**src/rtl/ids_pkg.sv**
```systemverilog
`timescale 1ns / 1ps
package ids_pkg;

  // Configuration port
  localparam int CFG_IDX_W  = 2;
  localparam int CFG_DATA_W = 16;

  typedef enum logic [CFG_IDX_W-1:0] {
    CFG_SAMPLES_PER_BIT = 2'd0,
    CFG_MANCHESTER      = 2'd1,
    CFG_INVERT          = 2'd2
  } cfg_idx_t;

  localparam logic [CFG_DATA_W-1:0] SPB_RESET = 16'd2560;

  // Fixed point of the bit length
  localparam int FRAC_BITS = 8;

  // Datapath widths
  localparam int SUM_W = 32;
  localparam int RES_W = 32;

  typedef struct packed {
    logic [CFG_DATA_W-1:0] spb_q8;
    logic                  manchester;
    logic                  invert;
  } cfg_t;

endpackage

```
**src/rtl/ids_in_if.sv**
```systemverilog
`timescale 1ns / 1ps
interface ids_in_if #(
  parameter int SAMPLE_WIDTH = 16
);
  logic                           valid;
  logic                           ready;
  logic signed [SAMPLE_WIDTH-1:0] sample;
  logic                           restart;

  modport source (output valid, sample, restart, input ready);
  modport sink   (input valid, sample, restart, output ready);
endinterface

```
**src/rtl/ids_out_if.sv**
```systemverilog
`timescale 1ns / 1ps
interface ids_out_if;
  logic valid;
  logic ready;
  logic bit_value;

  modport source (output valid, bit_value, input ready);
  modport sink   (input valid, bit_value, output ready);
endinterface

```
**src/rtl/ids_cfg_regs.sv**
```systemverilog
`timescale 1ns / 1ps
module ids_cfg_regs (
  input  logic                             clk,
  input  logic                             rst_n,
  input  logic                             cfg_we,
  input  logic [ids_pkg::CFG_IDX_W-1:0]    cfg_index,
  input  logic [ids_pkg::CFG_DATA_W-1:0]   cfg_wdata,
  output ids_pkg::cfg_t                    cfg
);

  ids_pkg::cfg_t cfg_r;

  always_ff @(posedge clk) begin
    if (!rst_n) begin
      cfg_r.spb_q8     <= ids_pkg::SPB_RESET;
      cfg_r.manchester <= 1'b0;
      cfg_r.invert     <= 1'b0;
    end else if (cfg_we) begin
      case (cfg_index)
        ids_pkg::CFG_SAMPLES_PER_BIT: cfg_r.spb_q8     <= cfg_wdata;
        ids_pkg::CFG_MANCHESTER:      cfg_r.manchester <= cfg_wdata[0];
        ids_pkg::CFG_INVERT:          cfg_r.invert     <= cfg_wdata[0];
        default: ;  // unmapped index, write dropped
      endcase
    end
  end

  assign cfg = cfg_r;

endmodule

```
**src/rtl/ids_in_stage.sv**
```systemverilog
`timescale 1ns / 1ps
module ids_in_stage #(
  parameter int SAMPLE_WIDTH = 16
) (
  input  logic                           clk,
  input  logic                           rst_n,
  input  logic                           in_valid,
  output logic                           in_ready,
  input  logic signed [SAMPLE_WIDTH-1:0] in_sample,
  input  logic                           in_restart,
  input  logic                           advance,
  output logic                           s0_valid,
  output logic signed [SAMPLE_WIDTH-1:0] s0_sample,
  output logic                           s0_restart
);

  logic                           valid_r;
  logic                           valid_nxt;
  logic signed [SAMPLE_WIDTH-1:0] sample_r;
  logic                           restart_r;
  logic                           take;

  // Stage is free when empty or when its item moves on this cycle
  assign in_ready = !valid_r || advance;
  assign take     = in_valid && in_ready;

  always_comb begin
    valid_nxt = valid_r;
    if (take) begin
      valid_nxt = 1'b1;
    end else if (advance) begin
      valid_nxt = 1'b0;
    end
  end

  always_ff @(posedge clk) begin
    if (!rst_n) begin
      valid_r <= 1'b0;
    end else begin
      valid_r <= valid_nxt;
    end
  end

  always_ff @(posedge clk) begin
    if (take) begin
      sample_r  <= in_sample;
      restart_r <= in_restart;
    end
  end

  assign s0_valid   = valid_r;
  assign s0_sample  = sample_r;
  assign s0_restart = restart_r;

endmodule

```
**src/rtl/ids_core.sv**
```systemverilog
`timescale 1ns / 1ps
module ids_core #(
  parameter int SAMPLE_WIDTH = 16
) (
  input  logic                           clk,
  input  logic                           rst_n,
  input  ids_pkg::cfg_t                  cfg,
  input  logic                           s0_valid,
  input  logic signed [SAMPLE_WIDTH-1:0] s0_sample,
  input  logic                           s0_restart,
  output logic                           advance,
  input  logic                           out_ready,
  output logic                           out_valid,
  output logic                           out_bit
);

  localparam int SW     = SAMPLE_WIDTH + 1;       // room for a negated minimum
  localparam int WIDE_W = ids_pkg::SUM_W + 2;
  localparam logic signed [WIDE_W-1:0] SUM_MAX =
    WIDE_W'({1'b0, {(ids_pkg::SUM_W-1){1'b1}}});
  localparam logic signed [WIDE_W-1:0] SUM_MIN = -SUM_MAX - WIDE_W'(1);
  localparam logic [ids_pkg::RES_W-1:0] ONE_SAMPLE =
    ids_pkg::RES_W'(1) << ids_pkg::FRAC_BITS;

  logic signed [ids_pkg::SUM_W-1:0] sum_r, sum_nxt;
  logic [ids_pkg::RES_W-1:0]        res_r, res_nxt;
  logic                             open_r, open_nxt;
  logic                             first_r, first_nxt;
  logic                             out_valid_r;
  logic                             out_bit_r;

  logic signed [SW-1:0]             s_val;
  logic signed [ids_pkg::SUM_W-1:0] sum0;
  logic [ids_pkg::RES_W-1:0]        res0, res1, res2, spb_ext;
  logic                             open0, first0, first1;
  logic signed [WIDE_W-1:0]         sum_wide;
  logic signed [ids_pkg::SUM_W-1:0] sum_sat;
  logic                             half_end;
  logic                             emit;
  logic                             bit_calc;

  assign spb_ext = ids_pkg::RES_W'(cfg.spb_q8);

  always_comb begin
    s_val = SW'(s0_sample);
    if (cfg.invert) begin
      s_val = -s_val;
    end

    // restart wipes the running bit before this sample counts
    sum0   = s0_restart ? '0 : sum_r;
    res0   = s0_restart ? '0 : res_r;
    open0  = s0_restart ? 1'b0 : open_r;
    first0 = s0_restart ? 1'b0 : first_r;

    if (!open0) begin
      res1   = res0 + spb_ext;
      first1 = cfg.manchester;
    end else begin
      res1   = res0;
      first1 = first0;
    end

    if (first1) begin
      sum_wide = WIDE_W'(sum0) - WIDE_W'(s_val);
    end else begin
      sum_wide = WIDE_W'(sum0) + WIDE_W'(s_val);
    end

    if (sum_wide > SUM_MAX) begin
      sum_sat = SUM_MAX[ids_pkg::SUM_W-1:0];
    end else if (sum_wide < SUM_MIN) begin
      sum_sat = SUM_MIN[ids_pkg::SUM_W-1:0];
    end else begin
      sum_sat = sum_wide[ids_pkg::SUM_W-1:0];
    end

    res2     = res1 - ONE_SAMPLE;
    half_end = res2[ids_pkg::RES_W-1] || (res2 == '0);
    bit_calc = !sum_sat[ids_pkg::SUM_W-1];
    emit     = half_end && !first1;

    sum_nxt   = sum_sat;
    res_nxt   = res2;
    open_nxt  = 1'b1;
    first_nxt = first1;
    if (half_end) begin
      if (first1) begin
        // second Manchester half opens on the same sample
        first_nxt = 1'b0;
        res_nxt   = res2 + spb_ext;
      end else begin
        sum_nxt  = '0;
        open_nxt = 1'b0;
      end
    end
  end

  // A non-emitting sample may pass a stalled result
  assign advance = s0_valid && (!emit || !out_valid_r || out_ready);

  always_ff @(posedge clk) begin
    if (!rst_n) begin
      sum_r       <= '0;
      res_r       <= '0;
      open_r      <= 1'b0;
      first_r     <= 1'b0;
      out_valid_r <= 1'b0;
    end else begin
      if (advance) begin
        sum_r   <= sum_nxt;
        res_r   <= res_nxt;
        open_r  <= open_nxt;
        first_r <= first_nxt;
      end
      if (advance && emit) begin
        out_valid_r <= 1'b1;
      end else if (out_ready) begin
        out_valid_r <= 1'b0;
      end
    end
  end

  always_ff @(posedge clk) begin
    if (advance && emit) begin
      out_bit_r <= bit_calc;
    end
  end

  assign out_valid = out_valid_r;
  assign out_bit   = out_bit_r;

endmodule

```
**src/rtl/integrate_dump_bit_slicer_unit.sv**
```systemverilog
`timescale 1ns / 1ps
// Integrate-and-dump bit slicer. Each transfer on in_ch carries one signed
// sample (optionally negated) that is added to a saturating 32-bit sum, or
// subtracted from it during the first half of a Manchester bit. The bit length
// (the half length in Manchester mode) is spb_q8 in Q8.8; a
// residual tracks fractional boundaries. At the end of each bit one transfer
// on out_ch carries bit_value = (sum >= 0); a sample with restart set drops the
// partial bit and starts a new grid there.
// One sample is taken per clock unless a bit-closing sample is stalled: an
// input register feeds one pass of add/saturate and residual compare into the
// result register. Only a sample that closes a bit waits on a result still
// held in the output register. Configuration is written through cfg_we/
// cfg_index/cfg_wdata, by the user only while the block is idle (unchecked).
module integrate_dump_bit_slicer_unit #(
  parameter int SAMPLE_WIDTH = 16
) (
  input  logic                               clk,
  input  logic                               rst_n,
  ids_in_if.sink                             in_ch,
  ids_out_if.source                          out_ch,
  input  logic                               cfg_we,
  input  logic [ids_pkg::CFG_IDX_W-1:0]      cfg_index,
  input  logic [ids_pkg::CFG_DATA_W-1:0]     cfg_wdata
);

  ids_pkg::cfg_t                  cfg;
  logic                           advance;
  logic                           s0_valid;
  logic signed [SAMPLE_WIDTH-1:0] s0_sample;
  logic                           s0_restart;

  ids_cfg_regs u_cfg (
    .clk       (clk),
    .rst_n     (rst_n),
    .cfg_we    (cfg_we),
    .cfg_index (cfg_index),
    .cfg_wdata (cfg_wdata),
    .cfg       (cfg)
  );

  ids_in_stage #(
    .SAMPLE_WIDTH (SAMPLE_WIDTH)
  ) u_in (
    .clk        (clk),
    .rst_n      (rst_n),
    .in_valid   (in_ch.valid),
    .in_ready   (in_ch.ready),
    .in_sample  (in_ch.sample),
    .in_restart (in_ch.restart),
    .advance    (advance),
    .s0_valid   (s0_valid),
    .s0_sample  (s0_sample),
    .s0_restart (s0_restart)
  );

  ids_core #(
    .SAMPLE_WIDTH (SAMPLE_WIDTH)
  ) u_core (
    .clk        (clk),
    .rst_n      (rst_n),
    .cfg        (cfg),
    .s0_valid   (s0_valid),
    .s0_sample  (s0_sample),
    .s0_restart (s0_restart),
    .advance    (advance),
    .out_ready  (out_ch.ready),
    .out_valid  (out_ch.valid),
    .out_bit    (out_ch.bit_value)
  );

endmodule

```
**src/flat_wrapper.sv**
```systemverilog
// flat-port wrapper written by rule: the top's interface ports become plain ports
module integrate_dump_bit_slicer_unit_flat 
#(
  parameter int SAMPLE_WIDTH = 16
)
  (clk, rst_n, cfg_we, cfg_index, cfg_wdata, in_ch_valid, in_ch_sample, in_ch_restart, in_ch_ready, out_ch_valid, out_ch_bit_value, out_ch_ready);
  ids_in_if #(.SAMPLE_WIDTH(SAMPLE_WIDTH)) in_ch_i ();
  ids_out_if out_ch_i ();
  input  logic clk;
  input  logic rst_n;
  input  logic cfg_we;
  input  logic [ids_pkg::CFG_IDX_W-1:0] cfg_index;
  input  logic [ids_pkg::CFG_DATA_W-1:0] cfg_wdata;
  input wire logic [$bits(in_ch_i.valid)-1:0] in_ch_valid;
  input wire logic [$bits(in_ch_i.sample)-1:0] in_ch_sample;
  input wire logic [$bits(in_ch_i.restart)-1:0] in_ch_restart;
  output wire logic [$bits(in_ch_i.ready)-1:0] in_ch_ready;
  output wire logic [$bits(out_ch_i.valid)-1:0] out_ch_valid;
  output wire logic [$bits(out_ch_i.bit_value)-1:0] out_ch_bit_value;
  input wire logic [$bits(out_ch_i.ready)-1:0] out_ch_ready;
  assign in_ch_i.valid = in_ch_valid;
  assign in_ch_i.sample = in_ch_sample;
  assign in_ch_i.restart = in_ch_restart;
  assign in_ch_ready = in_ch_i.ready;
  assign out_ch_valid = out_ch_i.valid;
  assign out_ch_bit_value = out_ch_i.bit_value;
  assign out_ch_i.ready = out_ch_ready;
  integrate_dump_bit_slicer_unit #(.SAMPLE_WIDTH(SAMPLE_WIDTH)) u_core (.clk(clk), .rst_n(rst_n), .in_ch(in_ch_i), .out_ch(out_ch_i), .cfg_we(cfg_we), .cfg_index(cfg_index), .cfg_wdata(cfg_wdata));
endmodule
```
**config.mk**
```make
export PLATFORM = sky130hd
export DESIGN_NAME = integrate_dump_bit_slicer_unit_flat
export DESIGN_NICKNAME = d
export VERILOG_FILES = /design/src/rtl/ids_pkg.sv /design/src/rtl/ids_in_if.sv /design/src/rtl/ids_out_if.sv /design/src/rtl/ids_cfg_regs.sv /design/src/rtl/ids_in_stage.sv /design/src/rtl/ids_core.sv /design/src/rtl/integrate_dump_bit_slicer_unit.sv /design/src/flat_wrapper.sv
export SDC_FILE = /design/constraint.sdc
export NUM_CORES = 1
export LEC_CHECK = 0
export BUFFER_PORTS_ARGS = -buffer_cell sky130_fd_sc_hd__buf_4
export CAP_MARGIN = 30
export CORE_ASPECT_RATIO = 1.25
export CORE_UTILIZATION = 34
export DETAILED_ROUTE_END_ITERATION = 7
export GPL_TIMING_DRIVEN = 0
export PLACE_DENSITY = 0.59
export SETUP_SLACK_MARGIN = 0.4
export SLEW_MARGIN = 25
export SYNTH_ARGS = -nofsm -noshare
export SYNTH_HDL_FRONTEND = slang
export SYNTH_HIERARCHICAL = 1
export SYNTH_SLANG_ARGS = --single-unit
```
**constraint.sdc**
```tcl
create_clock -name clk -period 8.1 [get_ports clk]
set_input_delay 1.62 -clock clk [delete_from_list [all_inputs] [get_ports clk]]
set_output_delay 1.62 -clock clk [all_outputs]
set_load 0.01 [all_outputs]
```
## Word-level counts from Yosys, hierarchy flattened

Cells that the tools add are included.

| storage, ports and cells | value |
|---|---|
| flip-flop bits (word level) | 104 |
| bits of input ports | 40 |
| output and inout bits | 3 |

| operators by class | value |
|---|---|
| $add $sub $neg | 6 |
| reduce and logical (&&, ||, !) cells | 20 |
| multiplexer cells | 21 |
| $lt $le $gt $ge | 2 |
| equality and inequality tests | 2 |

Operator list:

| kind | count |
|---|---|
| 2-to-1 mux 32 bit | 9 |
| adder 32 x 16 -> 32 bit | 2 |
| > comparator 34 x 32 -> 1 bit, second input constant | 1 |
| less-than comparator 34 x 32 -> 1 bit, second input constant | 1 |
| 2-to-1 mux 34 bit | 1 |
| adder 32 x 17 -> 33 bit | 1 |
| subtractor 32 x 17 -> 33 bit | 1 |
| zero test 32 bit | 1 |
| subtractor 32 x 9 -> 32 bit, second input constant | 1 |
| 2-to-1 mux 17 bit | 1 |
| negator 16 -> 17 bit | 1 |
| 2-to-1 mux 1 bit | 10 |
| AND reduction 2 bit | 3 |
| zero test 1 bit | 5 |
| logical AND 1 bit | 4 |
| logical OR 1 bit | 4 |
| nonzero test 2 bit | 2 |
| == test 2 x 1 -> 1 bit, second input constant | 1 |
| == test 2 bit, second input constant | 1 |
| zero test 2 bit | 1 |

## Depth between registers and ports, before layout

| depth | value |
|---|---|
| depth after elaboration | 14 |
| mapped depth | 31 |
| mapped depth without buffers | 27 |

## Hierarchy

Netlist, hierarchy kept.

Modules (own cells, without submodules):

| module | area an instance (µm²) | sequential area each (µm²) | cells each | instances |
|---|---|---|---|---|
| ids_core | 9768.1 | 1371.3 | 1360 | 1 |
| ids_cfg_regs | 749.5 | 360.3 | 78 | 1 |
| ids_in_stage | 568.0 | 530.5 | 22 | 1 |

## Worst setup path before layout

No wires, ideal clock.

| path | value |
|---|---|
| kind | flip-flop to output port |
| start point | reg u_core.u_in.restart_r (netlist: u_core/u_in/s0_restart) |
| end point | out in_ch_ready |
| buffers on the path | 9 |
| cell stages (with the launch flop) | 28 |
| setup slack | 0.413 ns |
| data required time | 6.480 ns |
| arrival time | 6.067 ns |
| cells stage by stage | edfxtp_1 clkbuf_1 clkbuf_1 clkbuf_1 buf_1 clkbuf_1 clkbuf_1 nor2b_1 ha_1 a21o_1 maj3_2 a211o_1 o21a_1 o31ai_2 inv_2 ha_1 nand3_1 nor3_1 nand4_1 buf_4 and4b_1 a211o_1 o211a_1 a211o_1 inv_1 buf_2 buf_2 nand2b_4 |

| between the ends | value |
|---|---|
| word-level cells in the longest chain between the ends | 12 |

Ends and longest elaborated chain:

| what | line | text |
|---|---|---|
| start, declared | ids_in_stage.sv:20 | `logic restart_r;` |
| start signal, assigned | ids_in_stage.sv:47 | `restart_r <= in_restart;` |
| 2-to-1 mux 32 bit | ids_core.sv:52 | `res0 = s0_restart ? '0 : res_r;` |
| adder 32 x 16 -> 32 bit | ids_core.sv:57 | `res1 = res0 + spb_ext;` |
| 2-to-1 mux 32 bit | ids_core.sv:56 | `if (!open0) begin` |
| subtractor 32 x 9 -> 32 bit | ids_core.sv:78 | `res2 = res1 - ONE_SAMPLE;` |
| zero test 32 bit | ids_core.sv:79 | `half_end = res2[ids_pkg::RES_W-1] \|\| (res2 == '0);` |
| logical OR 1 bit | ids_core.sv:79 |  |
| logical AND 1 bit * | ids_core.sv:81 | `emit = half_end && !first1;` |
| zero test 1 bit * | ids_core.sv:100 | `assign advance = s0_valid && (!emit \|\| !out_valid_r \|\| out_ready);` |
| logical OR 1 bit * (2 in series) | ids_core.sv:100 |  |
| logical AND 1 bit * | ids_core.sv:100 |  |
| via u_core.advance | integrate_dump_bit_slicer_unit.sv:27 | `logic advance;` |
| logical OR 1 bit * | ids_in_stage.sv:24 | `assign in_ready = !valid_r \|\| advance;` |
| end, declared | flat_wrapper.sv:17 | `output wire logic [$bits(in_ch_i.ready)-1:0] in_ch_ready;` |

Mark *: on every way through the listed nets, which the timed path passes. The rest lies on a longest branch.

## Final worst setup path

Same ends and word-level chain as after synthesis.

==> summary.txt <==
Fin cells: 1986
Most frequent cells in the layout: 127 x nand2_1, 125 x a21oi_1, 99 x buf_4, 99 x nor2_1, 86 x dfxtp_1
Final period util: 0.9384
Min-delay worst type: register to register
# diodes: 0
Post-synth EDFFs: 18
Critical path destination: in_ch_ready
Placed insts: 1914
Via/cell ratio: 5.825
Max Slew Vio Count: 0
Syn. warnings: 6
Area Growth Syn to Fin: 18.70%
# hold bufs at CTS: 0
WP data required: 6.48 ns
Initial DRC count: 745
Rel. slew slack: 0.4539
Net Sw Power: 681.2 uW
Largest area contributor in the netlist: dfxtp_1
Cts bufs inserted: 9
Rows: 73
Antenna violations before repair: 0
Drt pass-1 iters: 5
Clock power share: 0.254
CTS clock-pin slew for the worst setup and hold paths: 0.08 ns
Adder-cell share of the synthesized area: 0.08205
Worst r2r dst: u_core/u_core/res_r[22]
Final setup fails: 0
Leak pwr: 0.005273 uW
Max_cap viols: 0
Hold Vio Cnt, Final: 0
Ys async rst share: 0
Critical Path AT: 5.98 ns
Max VDD drop: 0.1090 mV
Vias in the first global route: 10960
Ports: 43
Clk buf depth: 2
Crit start category: register
Vias: 11570
Achievable Freq: 0.1316 GHz
Switching Share: 0.3859
Simple-Gate Fraction of Synth Area: 0.2852
R2R cell count: 35
Register area share after synthesis: 0.2041
Total Nets Final: 1679
Hpwl dp: 27.87 mm
Crit Path Max Fanout: 10
Setup slack, reg-to-reg: 0.67 ns
Routed length per instance: 18.45 um
Layout cells sized above 1: 0.1601
Fin area: 13160 um2
Drt drc: 0
Die X: 163.5 um
Int Pwr: 1084 uW
GPL Wtd Cong: 0.9333
# fillers: 3322
Clk Latency, worst-skew pair: 0.36 ns
Die height: 203.9 um
Worst-Margin Slew: 0.8191 ns
Post-DRT Antenna Nets: 0
WS Path Type: register to primary output
Mapped cell area: 11090 um2
H-tree depth: 3
Port Buffers: 42
Tmin final: 7.601 ns
Compound-Gate Fraction of Synth Area: 0.2600
Root buffer cell: clkbuf_16
Most used flip-flop cell after synthesis: dfxtp_1
Post-synth top area share: 0.1553
Reg2Reg Launch Point: u_core/u_in/s0_restart
Fin Hold WS: 0.4650 ns
Gr ovfl total: 0
Fin util: 0.4116
Avg Cell Area, Syn: 7.593 um2
All-Layer GR Usage: 0.2181
Starting Density: 0.3468
Drt total wl: 36.64 mm
Syn nets: 1570
Crit. Startpoint: u_core/u_in/s0_restart
Clock Sinks: 104
#FFs+latches synth: 104
Die ar.: 33340 um2
Commonest non-fill, non-tap cell in the layout: nand2_1
Seq pwr share: 0.337
Clock Skew: 0.01673 ns
Status: finished clean
Largest family of logic cells by synthesized area: simple AND/OR/NAND/NOR gates
Post-Synth XOR/XNOR Area: 0.08138
RSZ-0062 raised after global routing: no
Crit path capture type: primary output
Setup TNS: 0 ns
Synth Instances: 1460
Power Dens Cells: 134.1 nW/um2
Combinational share of power: 0.409
First-pass GRT wire length: 57.87 mm
Distinct cells, synth: 105
Area contributors post-synth: dfxtp_1 16%, ha_1 7.6%, a21oi_1 5.8%, edfxtp_1 4.9%, xnor2_1 4.8%
TritonCTS clock tree: built
CORE AREA: 31970 um2
Largest net degree at the start of global routing: 21
Post-synthesis mux area share: 0.04187
Dpl cell area: 11920 um2
==> repair_timing <==
action | CTS | global route
pin swaps | 10 | 31
setup endpoints to repair | 88 | 42
resized for setup | 62 | 64
setup buffers | 25 | 31
hold endpoints to repair | 0 | 0
==> per-stage QoR <==
| stage | total power (uW) | setup WS, ns |
|---|---|---|
| final | 1765 | 0.4988 |
| after CTS | 1722 | 0.3636 |
| after floorplan | 1071 | 0.4129 |
| after detailed placement | 1239 | -1.882 |
| after global routing | 1868 | 0.3519 |
| after global placement | 1230 | -1.881 |
==> cells by family (layout without fill, tap and decap cells) <==
logic type	Yosys count	count (layout)
compound gates	432	432
xor+xnor	103	103
flops	104	104
simple gates	591	591
buf+inv	114	228
fa+ha+maj	71	71
mux	45	45
==> state kept, by name, indices dropped and copies added, names as in the netlist <==
name,cells
u_core/u_core/out_bit,1
u_core/u_cfg/cfg,18
u_core/u_core/sum_r,32
u_core/u_core/res_r,32
u_core/u_core/out_valid,1
u_core/u_core/first_r,1
u_core/u_in/s0_restart,1
u_core/u_in/s0_valid,1
u_core/u_in/s0_sample,16
u_core/u_core/open_r,1
==> final cells by class <==
type                       count  area, um2  share of cell area
multi-input combinational   1242       8696              0.6608
inverter                      34      131.4            0.009984
buffer                        80      518.0             0.03936
tap                          412      515.5             0.03917
clock buffer                   9      225.2             0.01712
clock inverter                 7      71.32            0.005420
sequential                   104       2262              0.1719
timing repair buffer          98      739.5             0.05619
==> Yosys cell counts (all sizes together), types with 15 or more instances <==
master / number
and3: 20
or3: 32
o21ai: 85
xnor2: 61
nor3: 39
a21o: 43
nand4: 35
dfxtp: 86
nor2b: 63
mux2i: 40
nand3: 71
and2: 19
nor2: 99
inv: 33
clkbuf: 50
buf: 30
ha: 67
nand2: 129
o21a: 23
o211ai: 15
nand2b: 22
a21oi: 132
edfxtp: 18
xor2: 42
==> layer usage <==
layer  vias up  part of all wire  wire [um]  global-route usage
met4         0             0.046       1700              0.1065
met1      5521              0.44      16290              0.2799
li1       5624                 -          -                   -
met3        92             0.036       1306             0.01664
met5         -                 0          0                   0
met2       332              0.47      17350              0.3665
==> worst max-delay path, stage by stage (launching register included) <==
cell and delay [ns]:
edfxtp_1 0.51, clkbuf_8 0.20, buf_8 0.12, clkbuf_16 0.15, buf_12 0.14, buf_12 0.14, clkbuf_16 0.15, nor2b_2 0.12
ha_2 0.22, fa_2 0.28, nor2_1 0.09, a2111o_1 0.49, a21oi_4 0.22, a21o_4 0.17, buf_8 0.13, a211oi_2 0.08
a311oi_2 0.39, buf_4 0.19, nand4_1 0.19, or3_4 0.48, a22oi_2 0.16, and4_4 0.26, a211o_1 0.16, inv_2 0.04
buf_6 0.11, buf_8 0.13, nand2b_4 0.16, buf_6 0.13
==> power groups by stage <==
stage | logic (uW) | registers, uW | clock network, uW
6_report | 722 | 594 | 448
5_1_grt | 791 | 598 | 479
4_1_cts | 670 | 593 | 459
3_5_place_dp | 633 | 605 | 0
3_3_place_gp | 625 | 605 | 0
2_1_floorplan | 480 | 591 | 0
==> how the worst min path moves through the flow <==
| stage | slack (ns) | cells past startpoint | endpoint | start |
|---|---|---|---|---|
| after floorplan | 0.43 | 2 | u_core/u_core/sum_r[2] | u_core/u_core/sum_r[2] |
| after global placement | 0.45 | 2 | u_core/u_core/sum_r[30] | u_core/u_core/sum_r[30] |
| after detailed placement | 0.45 | 2 | u_core/u_core/sum_r[2] | u_core/u_core/sum_r[2] |
| after CTS | 0.47 | 2 | u_core/u_core/sum_r[15] | u_core/u_core/sum_r[15] |
| after global routing | 0.49 | 2 | u_core/u_core/sum_r[14] | u_core/u_core/sum_r[14] |
| final | 0.47 | 2 | u_core/u_core/sum_r[23] | u_core/u_core/sum_r[23] |
Power figures use the tool's default switching activity.
